===== config.mk =====
export PLATFORM = sky130hd
export DESIGN_NAME = resizable_double_ended_queue_top
export DESIGN_NICKNAME = d
export VERILOG_FILES = /design/src/rdeq_pkg.sv /design/src/resizable_double_ended_queue_top.sv /design/src/rdeq_ctrl.sv /design/src/rdeq_datapath.sv
export SDC_FILE = /design/constraint.sdc
export NUM_CORES = 1
export LEC_CHECK = 0
export BUFFER_PORTS_ARGS = -buffer_cell sky130_fd_sc_hd__buf_2
export CORE_ASPECT_RATIO = 1.1
export CORE_MARGIN = 2
export CORE_UTILIZATION = 58
export CTS_BUF_LIST = sky130_fd_sc_hd__clkbuf_8
export DETAILED_ROUTE_END_ITERATION = 8
export PLACE_DENSITY = 0.79
export SKIP_LAST_GASP = 1
export SLEW_MARGIN = 5
export SYNTH_ARGS = -nofsm -noshare
export SYNTH_HDL_FRONTEND = slang
export SYNTH_HIERARCHICAL = 1
export SYNTH_SLANG_ARGS = --single-unit

===== constraint.sdc =====
create_clock -name clk_i -period 4.1 [get_ports clk_i]
set_input_delay 0.615 -clock clk_i [delete_from_list [all_inputs] [get_ports clk_i]]
set_output_delay 0.615 -clock clk_i [all_outputs]
set_load 0.005 [all_outputs]

===== src/rdeq_pkg.sv =====
package rdeq_pkg;

  localparam int unsigned MAX_DEPTH = 16;

  // Pointer, count and capacity widths. The capacity can reach the smallest power
  // of two at or above MAX_DEPTH, so it is given one more bit than the count.
  localparam int unsigned PtrW = (MAX_DEPTH > 1) ? $clog2(MAX_DEPTH) : 1;
  localparam int unsigned CntW = $clog2(MAX_DEPTH + 1);
  localparam int unsigned CapW = CntW + 1;

  localparam int unsigned IdW  = 16;
  localparam int unsigned OutW = 5;

  localparam logic [1:0] KIND_PUSH_FRONT = 2'd0;
  localparam logic [1:0] KIND_PUSH_BACK  = 2'd1;
  localparam logic [1:0] KIND_POP_FRONT  = 2'd2;
  localparam logic [1:0] KIND_POP_BACK   = 2'd3;

  localparam logic [CapW-1:0] CAP_RESET = CapW'(4);
  localparam logic [CapW-1:0] CAP_MIN   = CapW'(2);

  typedef struct packed {
    logic load;
    logic capture;
  } rdeq_cmd_t;

endpackage


===== src/resizable_double_ended_queue_top.sv =====
// Flow: a result word passes through the registered slot read and then the output
// register, and waits while the output register still holds a word that the
// receiver stalls. The input stalls until the result is loaded into the output
// register, so no new word is taken before the last one is through.
// Reset: asynchronous, active low; the deque is empty, the head is zero and the
// capacity is four. Slot contents are undefined until written; no clearing pass.
module resizable_double_ended_queue_top (
  input  logic                      clk_i,
  input  logic                      rst_ni,
  input  logic                      in_valid_i,
  output logic                      in_stall_o,
  input  logic [1:0]                kind_i,
  input  logic [rdeq_pkg::IdW-1:0]  task_id_i,
  output logic                      out_valid_o,
  input  logic                      out_stall_i,
  output logic [rdeq_pkg::IdW-1:0]  popped_id_o,
  output logic                      pop_valid_o,
  output logic                      was_empty_o,
  output logic                      push_refused_o,
  output logic [rdeq_pkg::OutW-1:0] element_count_o,
  output logic [rdeq_pkg::OutW-1:0] logical_capacity_o
);

  rdeq_pkg::rdeq_cmd_t cmd;

  rdeq_ctrl u_ctrl (
    .clk_i       (clk_i),
    .rst_ni      (rst_ni),
    .in_valid_i  (in_valid_i),
    .in_stall_o  (in_stall_o),
    .out_valid_o (out_valid_o),
    .out_stall_i (out_stall_i),
    .cmd_o       (cmd)
  );

  rdeq_datapath u_datapath (
    .clk_i              (clk_i),
    .rst_ni             (rst_ni),
    .cmd_i              (cmd),
    .kind_i             (kind_i),
    .task_id_i          (task_id_i),
    .popped_id_o        (popped_id_o),
    .pop_valid_o        (pop_valid_o),
    .was_empty_o        (was_empty_o),
    .push_refused_o     (push_refused_o),
    .element_count_o    (element_count_o),
    .logical_capacity_o (logical_capacity_o)
  );

endmodule


===== src/rdeq_ctrl.sv =====
module rdeq_ctrl (
  input  logic               clk_i,
  input  logic               rst_ni,
  input  logic               in_valid_i,
  output logic               in_stall_o,
  output logic               out_valid_o,
  input  logic               out_stall_i,
  output rdeq_pkg::rdeq_cmd_t cmd_o
);

  localparam logic ST_IDLE = 1'b0;
  localparam logic ST_CAPT = 1'b1;

  logic state_q, state_d;
  logic out_valid_q, out_valid_d;
  logic out_free;

  assign out_free    = !out_valid_q || !out_stall_i;
  assign in_stall_o  = (state_q != ST_IDLE);
  assign out_valid_o = out_valid_q;

  always_comb begin
    cmd_o.load    = (state_q == ST_IDLE) && in_valid_i;
    cmd_o.capture = (state_q == ST_CAPT) && out_free;
  end

  always_comb begin
    state_d = state_q;
    unique case (state_q)
      ST_IDLE: if (cmd_o.load) state_d = ST_CAPT;
      ST_CAPT: if (cmd_o.capture) state_d = ST_IDLE;
      default: state_d = ST_IDLE;
    endcase
  end

  // The output register holds a word until the receiver takes it.
  always_comb begin
    out_valid_d = out_valid_q;
    if (cmd_o.capture) begin
      out_valid_d = 1'b1;
    end else if (!out_stall_i) begin
      out_valid_d = 1'b0;
    end
  end

  always_ff @(posedge clk_i or negedge rst_ni) begin
    if (!rst_ni) begin
      state_q     <= ST_IDLE;
      out_valid_q <= 1'b0;
    end else begin
      state_q     <= state_d;
      out_valid_q <= out_valid_d;
    end
  end

endmodule


===== src/rdeq_datapath.sv =====
module rdeq_datapath (
  input  logic                        clk_i,
  input  logic                        rst_ni,
  input  rdeq_pkg::rdeq_cmd_t         cmd_i,
  input  logic [1:0]                  kind_i,
  input  logic [rdeq_pkg::IdW-1:0]    task_id_i,
  output logic [rdeq_pkg::IdW-1:0]    popped_id_o,
  output logic                        pop_valid_o,
  output logic                        was_empty_o,
  output logic                        push_refused_o,
  output logic [rdeq_pkg::OutW-1:0]   element_count_o,
  output logic [rdeq_pkg::OutW-1:0]   logical_capacity_o
);

  localparam int unsigned PtrW = rdeq_pkg::PtrW;
  localparam int unsigned CntW = rdeq_pkg::CntW;
  localparam int unsigned CapW = rdeq_pkg::CapW;
  localparam int unsigned IdW  = rdeq_pkg::IdW;
  localparam int unsigned OutW = rdeq_pkg::OutW;
  localparam logic [PtrW:0] Depth = (PtrW+1)'(rdeq_pkg::MAX_DEPTH);

  logic [IdW-1:0] slots_q [rdeq_pkg::MAX_DEPTH];

  logic [PtrW-1:0] head_q, head_d;
  logic [CntW-1:0] count_q, count_d;
  logic [CapW-1:0] cap_q, cap_d;
  logic            valid_q, valid_d, empty_q, empty_d, refused_q, refused_d;
  logic [IdW-1:0]  rd_q;

  logic            is_push, is_front, full, none;
  logic [PtrW:0]   back_sum, last_sum;
  logic [PtrW-1:0] back_ptr, last_ptr, front_ptr, addr;
  logic            wr_en, rd_en;
  logic [CntW-1:0] count_dec;
  logic [CapW-1:0] cap_half;

  always_comb begin
    is_push  = (kind_i == rdeq_pkg::KIND_PUSH_FRONT) || (kind_i == rdeq_pkg::KIND_PUSH_BACK);
    is_front = (kind_i == rdeq_pkg::KIND_PUSH_FRONT) || (kind_i == rdeq_pkg::KIND_POP_FRONT);
    full     = (count_q >= CntW'(rdeq_pkg::MAX_DEPTH));
    none     = (count_q == '0);

    // Circular positions: one past the back, the back itself, one before the front.
    back_sum = {1'b0, head_q} + (PtrW+1)'(count_q);
    back_ptr = (back_sum >= Depth) ? PtrW'(back_sum - Depth) : back_sum[PtrW-1:0];
    last_sum = {1'b0, head_q} + (PtrW+1)'(count_q) - (PtrW+1)'(1);
    last_ptr = (last_sum >= Depth) ? PtrW'(last_sum - Depth) : last_sum[PtrW-1:0];
    front_ptr = (head_q == '0) ? PtrW'(rdeq_pkg::MAX_DEPTH - 1) : head_q - PtrW'(1);

    unique case (kind_i)
      rdeq_pkg::KIND_PUSH_FRONT: addr = front_ptr;
      rdeq_pkg::KIND_PUSH_BACK:  addr = back_ptr;
      rdeq_pkg::KIND_POP_FRONT:  addr = head_q;
      default:                   addr = last_ptr;
    endcase

    wr_en     = cmd_i.load && is_push && !full;
    rd_en     = cmd_i.load && !is_push && !none;
    count_dec = count_q - CntW'(1);
    cap_half  = cap_q >> 1;
  end

  always_comb begin
    head_d    = head_q;
    count_d   = count_q;
    cap_d     = cap_q;
    valid_d   = 1'b0;
    empty_d   = 1'b0;
    refused_d = 1'b0;
    if (is_push) begin
      if (full) begin
        refused_d = 1'b1;
      end else begin
        if (CapW'(count_q) == cap_q) cap_d = cap_q << 1;
        if (is_front) head_d = front_ptr;
        count_d = count_q + CntW'(1);
      end
    end else begin
      if (none) begin
        empty_d = 1'b1;
      end else begin
        valid_d = 1'b1;
        count_d = count_dec;
        if (is_front) begin
          head_d = (head_q == PtrW'(rdeq_pkg::MAX_DEPTH - 1)) ? '0 : head_q + PtrW'(1);
        end
        if (CapW'(count_dec) <= (cap_q >> 2)) begin
          cap_d = (cap_half > rdeq_pkg::CAP_MIN) ? cap_half : rdeq_pkg::CAP_MIN;
        end
      end
    end
  end

  always_ff @(posedge clk_i) begin
    if (wr_en) slots_q[addr] <= task_id_i;
    if (rd_en) rd_q <= slots_q[addr];
  end

  always_ff @(posedge clk_i or negedge rst_ni) begin
    if (!rst_ni) begin
      head_q  <= '0;
      count_q <= '0;
      cap_q   <= rdeq_pkg::CAP_RESET;
    end else if (cmd_i.load) begin
      head_q  <= head_d;
      count_q <= count_d;
      cap_q   <= cap_d;
    end
  end

  always_ff @(posedge clk_i) begin
    if (cmd_i.load) begin
      valid_q   <= valid_d;
      empty_q   <= empty_d;
      refused_q <= refused_d;
    end
  end

  // Output word register, loaded once the slot read has settled.
  logic [CntW+OutW-1:0] count_ext;
  logic [CapW+OutW-1:0] cap_ext;
  assign count_ext = {{OutW{1'b0}}, count_q};
  assign cap_ext   = {{OutW{1'b0}}, cap_q};

  always_ff @(posedge clk_i) begin
    if (cmd_i.capture) begin
      popped_id_o        <= valid_q ? rd_q : '0;
      pop_valid_o        <= valid_q;
      was_empty_o        <= empty_q;
      push_refused_o     <= refused_q;
      element_count_o    <= count_ext[OutW-1:0];
      logical_capacity_o <= cap_ext[OutW-1:0];
    end
  end

endmodule

; ---- After elaboration in Yosys (flattened, before gate mapping)
; Memory sizes are Yosys's and may differ from the RTL's. A register that Yosys moved wholly into a read port is not among the register bits.
; Cells that the tools add are included.
[totals]
reg_bits = 49
ram_bits = 256
output_inout_bits = 31
wordCells = 87
mem_count = 1
[mem_list]
columns = memory, words, word_bits, read_ports, rd_clocked_by_memory_dff, write_ports, line
row1 = u_datapath.slots_q, 16, 16, 1, 1, 1, rdeq_datapath.sv:22  ; logic [IdW-1:0] slots_q [rdeq_pkg::MAX_DEPTH];
[op_classes]
add_sub_neg = 8
magnitude_cmp = 5
n_eq_ne = 8
muxes = 29
bitwise_logic = 1
reduce_logical = 21
[op_table]
columns = cell, count
row1 = $mux 4, 9
row2 = $mux 6, 5
row3 = $mux 5, 4
row4 = $ge 5x5->1 const B, 3
row5 = $pmux 4 s3, 1
row6 = $sub 4x1->4 const B, 3
row7 = $sub 5x1->5 const B, 2
row8 = $mux 1, 9
row9 = $eq 5x6->1, 1
row10 = $logic_and 1x1->1, 6
row11 = $add 4x5->5, 1
row12 = $add 5x1->5 const B, 1
row13 = $gt 5x2->1 const B, 1
row14 = $le 5x4->1, 1
row15 = $logic_not 1->1, 5
row16 = $logic_not 5->1, 1
row17 = $reduce_and 5->1, 1
row18 = $add 4x1->4 const B, 1
row19 = $eq 4x4->1 const B, 1
row20 = $logic_not 4->1, 1
row21 = $ne 2x1->1 const B, 2
row22 = $ne 2x2->1 const B, 2
row23 = $reduce_and 4->1, 1
row24 = $logic_or 1x1->1, 3
row25 = 7 further kinds, 7

; ---- Logic depth before layout (Yosys ltp)
[depth]
depth_word = 6
depth_mapped = 13

; ---- Cells and area by module
; The synthesis kept the hierarchy.
[modules_own_cells]
columns = module, n_inst, cells_each, area_per_inst_um2, seq_area_each_um2
row1 = rdeq_datapath, 1, 723, 12917.4, 9505.4
row2 = rdeq_ctrl, 1, 7, 91.3, 50.0

; ---- Worst setup path before layout
; No wires, ideal clock.
[synth_path]
kind = reg2reg
startpoint = register u_datapath.count_q[0]
endpoint = memory u_datapath.slots_q[1][0] (enable)
setup_ps = 409
arrival_time_ps = 3735
setup_slack_ps = -44
path_stages_with_launch = 12
path_cell_list = dfrtp_1 > ha_1 > fa_1 > inv_1 > ha_1 > inv_1 > mux4_2 > buf_2 > buf_1 > nor2_1 > nand2b_1 > nor3_1
[synth_via]
elab_chain_len = 5
[synth_rtl]
columns = item, line
row1 = "start, declared", rdeq_datapath.sv:25  ; logic [CntW-1:0] count_q, count_d;
row2 = "start signal, assigned", rdeq_datapath.sv:106  ; count_q <= count_d;
row3 = $add 4x5->5 or $ge 5x5->1 (tied branches), "rdeq_datapath.sv:44, rdeq_datapath.sv:46, rdeq_datapath.sv:40"
row4 = $sub 5x1->5 or $logic_not 1->1 (tied branches), "rdeq_datapath.sv:46, rdeq_datapath.sv:57"
row5 = $sub 4x1->4 (tied with other cells), rdeq_datapath.sv:47  ; last_ptr = (last_sum >= Depth) ? PtrW'(last_sum - Depth) : last_sum[PtrW-1:0];
row6 = $mux 4 or $mux 1 (tied branches), "rdeq_datapath.sv:47, rdeq_datapath.sv:95"
row7 = $pmux 4 s3 or $mux 1 (tied branches), "rdeq_datapath.sv:50, rdeq_datapath.sv:95"
row8 = "end, declared", rdeq_datapath.sv:22
; Parallel ways exist; a longest one is shown, timed or not.

; ---- Worst setup path in the final report
[layout_path]
startpoint = register u_datapath.head_q[0]
endpoint = register u_datapath.rd_q[9] (read register of u_datapath.slots_q) (data pin)
[layout_via]
elab_chain_len = 5
[layout_rtl]
columns = item, line
row1 = "start, declared", rdeq_datapath.sv:24  ; logic [PtrW-1:0] head_q, head_d;
row2 = "start signal, assigned", rdeq_datapath.sv:101  ; head_q <= '0;
row3 = "start signal, assigned", rdeq_datapath.sv:105  ; head_q <= head_d;
row4 = $add 4x5->5, "rdeq_datapath.sv:44, rdeq_datapath.sv:46"
row5 = $sub 5x1->5, rdeq_datapath.sv:46  ; last_sum = {1'b0, head_q} + (PtrW+1)'(count_q) - (PtrW+1)'(1);
row6 = $sub 4x1->4 or $ge 5x5->1 (tied branches), rdeq_datapath.sv:47
row7 = $mux 4, rdeq_datapath.sv:47
row8 = $pmux 4 s3 (*), rdeq_datapath.sv:50  ; unique case (kind_i)
row9 = "end, declared", rdeq_datapath.sv:28  ; logic [IdW-1:0] rd_q;
; Mark *: on every way between the ends. The rest lies on a longest branch, timed or not.
; A chain may end at the register's enable or synchronous reset.

==> flow_metrics.env <==
export IMPL_netlist_instances=730
export IMPL_power_density_nw_per_um2=828.6
export IMPL_synth_simple_area_share_pct=4.694
export IMPL_crit_required_ps=4490
export IMPL_total_power_w=0.01222
export IMPL_drc=0
export IMPL_gp_congestion=0.8586
export IMPL_io_pins=53
export IMPL_synth_top_area_share_pct=70.17
export IMPL_crit_path_start_kind="flip-flop"
export IMPL_ys_flop_type="edfxtp_1"
export IMPL_ctsResizeCount=0
export IMPL_syn_area_um2=13010
export IMPL_period_minus_slack_ps=3691
export IMPL_ant_nets=0
export IMPL_drive_gt1_share_pct=28.34
export IMPL_die_y_um=161.1
export IMPL_hold_path_class="input port to flip-flop"
export IMPL_total_leakage_power_nw=5.188
export IMPL_synth_compound_area_share_pct=4.386
export IMPL_rsz0062_at_grt="false"
export IMPL_tightestPinTransition_ps=944.7
export IMPL_finalCritPeriodShare_pct=90.02
export IMPL_criticalPathCategory="flip-flop to flip-flop"
export IMPL_core_um2=22040
export IMPL_r2r_end="u_datapath/rd_q[9]$_DFFE_PP_"
export IMPL_areaGrowthSynthToFinish_pct=13.41
export IMPL_synthMuxAreaShare_pct=13.03
export IMPL_nets=879
export IMPL_dr_pass1_iters=5
export IMPL_drt_iter0_markers=607
export IMPL_hold_viol=0
export IMPL_numCtsBuffers=49
export IMPL_outcome="complete, no violations"
export IMPL_yosysMostFrequentCell="edfxtp_1"
export IMPL_dpl_cell_area_um2=13860
export IMPL_syn_nets=765
export IMPL_max_freq_mhz=270.9
export IMPL_yosys_area_share_adder_pct=1.308
export IMPL_insertion_delay_ps=580
export IMPL_root_buffer="clkbuf_8"
export IMPL_hpwl_um=16900
export IMPL_clk_pin_slew_ps=60
export IMPL_yosysWarnings=6
export IMPL_synth_top_family_by_area="multiplexers"
export IMPL_end_kind="flip-flop"
export IMPL_routed_wl_um=25860
export IMPL_hold_start="out_stall_i"
export IMPL_multi_input_area_um2=3237
export IMPL_start_util_pct=59.03
export IMPL_grt_pass1_vias=7282
export IMPL_wire_per_inst_um=21.97
export IMPL_reg2reg_from="u_datapath/head_q[0]$_DFFE_PN0P_"
export IMPL_avgSynthCellArea_um2=17.82
export IMPL_postCtsSetupRepairBufs=0
export IMPL_cts_tree="built"
export IMPL_drv_cap=0
export IMPL_min_to="u_ctrl/out_valid_o$_DFFE_PN0P_"
export IMPL_netlist_top_cells_count="edfxtp_1 (304), mux2_2 (49), mux2i_1 (40), nand2_1 (40), mux4_2 (33)"
export IMPL_dieWidth_um=146.8
export IMPL_cp_max_fo=62
export IMPL_ff2ff_path_depth=13
export IMPL_row_count=57
export IMPL_via_per_inst=5.935
export IMPL_slew_headroom_pct=37.02
export IMPL_synth_top_area_cell="edfxtp_1"
export IMPL_synthArstFlopShare_pct=5.296
export IMPL_synth_seq_cells=321
export IMPL_n_antenna_cell=0
export IMPL_yosys_area_share_xor_xnor_pct=1.145
export IMPL_cts_buffer_depth=3
export IMPL_grt_max_degree=63
export IMPL_grt_first_pass_wirelength_um=40340
export IMPL_fin_worst_skew_ps=20.56
export IMPL_clock_sinks=321
export IMPL_fillers=1398
export IMPL_gr_total_overflow=0
export IMPL_io_buffers=52
export IMPL_setup_viol=0
export IMPL_holdWs_ps=328.5
export IMPL_dieArea_um2=23640
export IMPL_synth_top_cells_by_area="edfxtp_1 (70%), mux4_2 (5.7%), mux2_2 (4.2%), dfrtp_1 (3.1%), mux2i_1 (3.1%)"
export IMPL_whs_path_depth=2
export IMPL_finalSetupTns_ps=0
export IMPL_synth_distinct_cells=58
export IMPL_yosysSeqAreaShare_pct=73.45
export IMPL_dr_total_vias=6986
export IMPL_register_area_um2=9555
export IMPL_final_core_util_pct=66.94
export IMPL_maxSlewViolCount=0
export IMPL_htreeDepth=2
export IMPL_synth_edf_count=304
export IMPL_arrival_ps=4080
export IMPL_reg2reg_slack_ps=410
export IMPL_grtUsageTotal_pct=22.56
export IMPL_final_area_um2=14750
export IMPL_ir_worst_vdd_uv=515.1
export IMPL_grt_antenna_before_repair=1
## worst max path at each step
stage                                      startpoint                            endpoint  slack, ps
floorplan           u_datapath/count_q[0]$_DFFE_PN0P_  u_datapath/slots_q[0][0]$_DFFE_PP_        380
global placement    u_datapath/count_q[0]$_DFFE_PN0P_       u_datapath/rd_q[12]$_DFFE_PP_        560
detailed placement   u_datapath/head_q[0]$_DFFE_PN0P_        u_datapath/rd_q[9]$_DFFE_PP_        490
CTS                  u_datapath/head_q[0]$_DFFE_PN0P_        u_datapath/rd_q[9]$_DFFE_PP_        470
global route         u_datapath/head_q[0]$_DFFE_PN0P_        u_datapath/rd_q[9]$_DFFE_PP_        250
finish               u_datapath/head_q[0]$_DFFE_PN0P_        u_datapath/rd_q[9]$_DFFE_PP_        410
## layout by cell type (no fill, tap or decap), drive strengths merged, types with 3 or more instances in the layout
cell type | synthesis | routed
buf | 25 | 99
nand3 | 5 | 5
and2 | 22 | 22
dfrtp | 16 | 16
ha | 12 | 12
nor3 | 8 | 8
xor2 | 4 | 4
nand2b | 3 | 3
a221o | 14 | 14
a21oi | 7 | 7
clkbuf | 12 | 53
xnor2 | 13 | 13
o21ai | 26 | 26
clkinv | 0 | 15
mux2 | 49 | 49
inv | 16 | 36
mux4 | 33 | 33
edfxtp | 304 | 304
o22ai | 15 | 15
nor2b | 7 | 7
nor2 | 20 | 20
a311o | 3 | 3
nand2 | 40 | 40
mux2i | 40 | 40
## per-stage QoR
step                setup WS [ps]  cells
floorplan                   382.9    730
finish                      409.1   1177
global route                254.0   1177
CTS                         471.7   1177
global placement            560.8   1087
detailed placement          494.1   1087
## cell type report
cell class                 instances  share of cell area (%)
clock inverter                    36                   1.043
clock buffer                      53                   4.944
inverter                          16                  0.4071
timing repair buffer             100                   4.393
tap                              295                   2.502
multi-input combinational        356                   21.94
sequential                       321                   64.77
## sequential cells by signal, summed over array words and instances (netlist names)
name                           count
u_datapath/pop_valid_o             1
u_datapath/slots_q               256
u_datapath/head_q                  4
u_ctrl/in_stall_o                  1
u_datapath/valid_q                 1
u_ctrl/out_valid_o                 1
u_datapath/popped_id_o            16
u_datapath/was_empty_o             1
u_datapath/cap_q                   6
u_datapath/logical_capacity_o      5
u_datapath/refused_q               1
u_datapath/empty_q                 1
u_datapath/count_q                 5
u_datapath/rd_q                   16
u_datapath/push_refused_o          1
u_datapath/element_count_o         5
## routing by layer
metal  vias up  part of all wire, %  GRT usage, %
met2       324                   50         37.03
met4         2                  2.5         7.855
met5         -                0.035             0
met3        52                  8.4         5.508
met1      3497                   39         29.97
li1       3111                    -             -
## power breakdown
group | internal [W] | switching (W) | total [W]
Clock | 0.00119 | 0.00116 | 0.00235
Combinational | 0.00276 | 0.00297 | 0.00572
Sequential | 0.00394 | 0.000212 | 0.00415
Total | 0.00789 | 0.00434 | 0.0122
## what timing repair did
| action | CTS | global route |
|---|---|---|
| endpoints found under the setup margin | 0 | 0 |
| hold buffers | 1 | 0 |
| endpoints found under the hold margin | 16 | 0 |
## critical path, cell delays in order (launching register included)
cell and delay [ps]:
dfrtp_1 480, ha_1 280, fa_1 480, inv_1 80
ha_1 140, nand2_1 60, xnor2_1 190, mux2i_4 180
buf_12 330, buf_4 270, buf_4 230, mux2i_1 110
a221o_1 370, o21ai_1 210
## logic make-up (layout without fill, tap and decap cells)
kind of cell | count (synthesis) | in the layout
fa+ha+maj | 13 | 13
xor+xnor | 17 | 17
buf+inv | 53 | 205
flops | 321 | 321
mux | 122 | 122
compound gates | 83 | 83
simple gates | 121 | 121
Power figures use the tool's default switching activity.
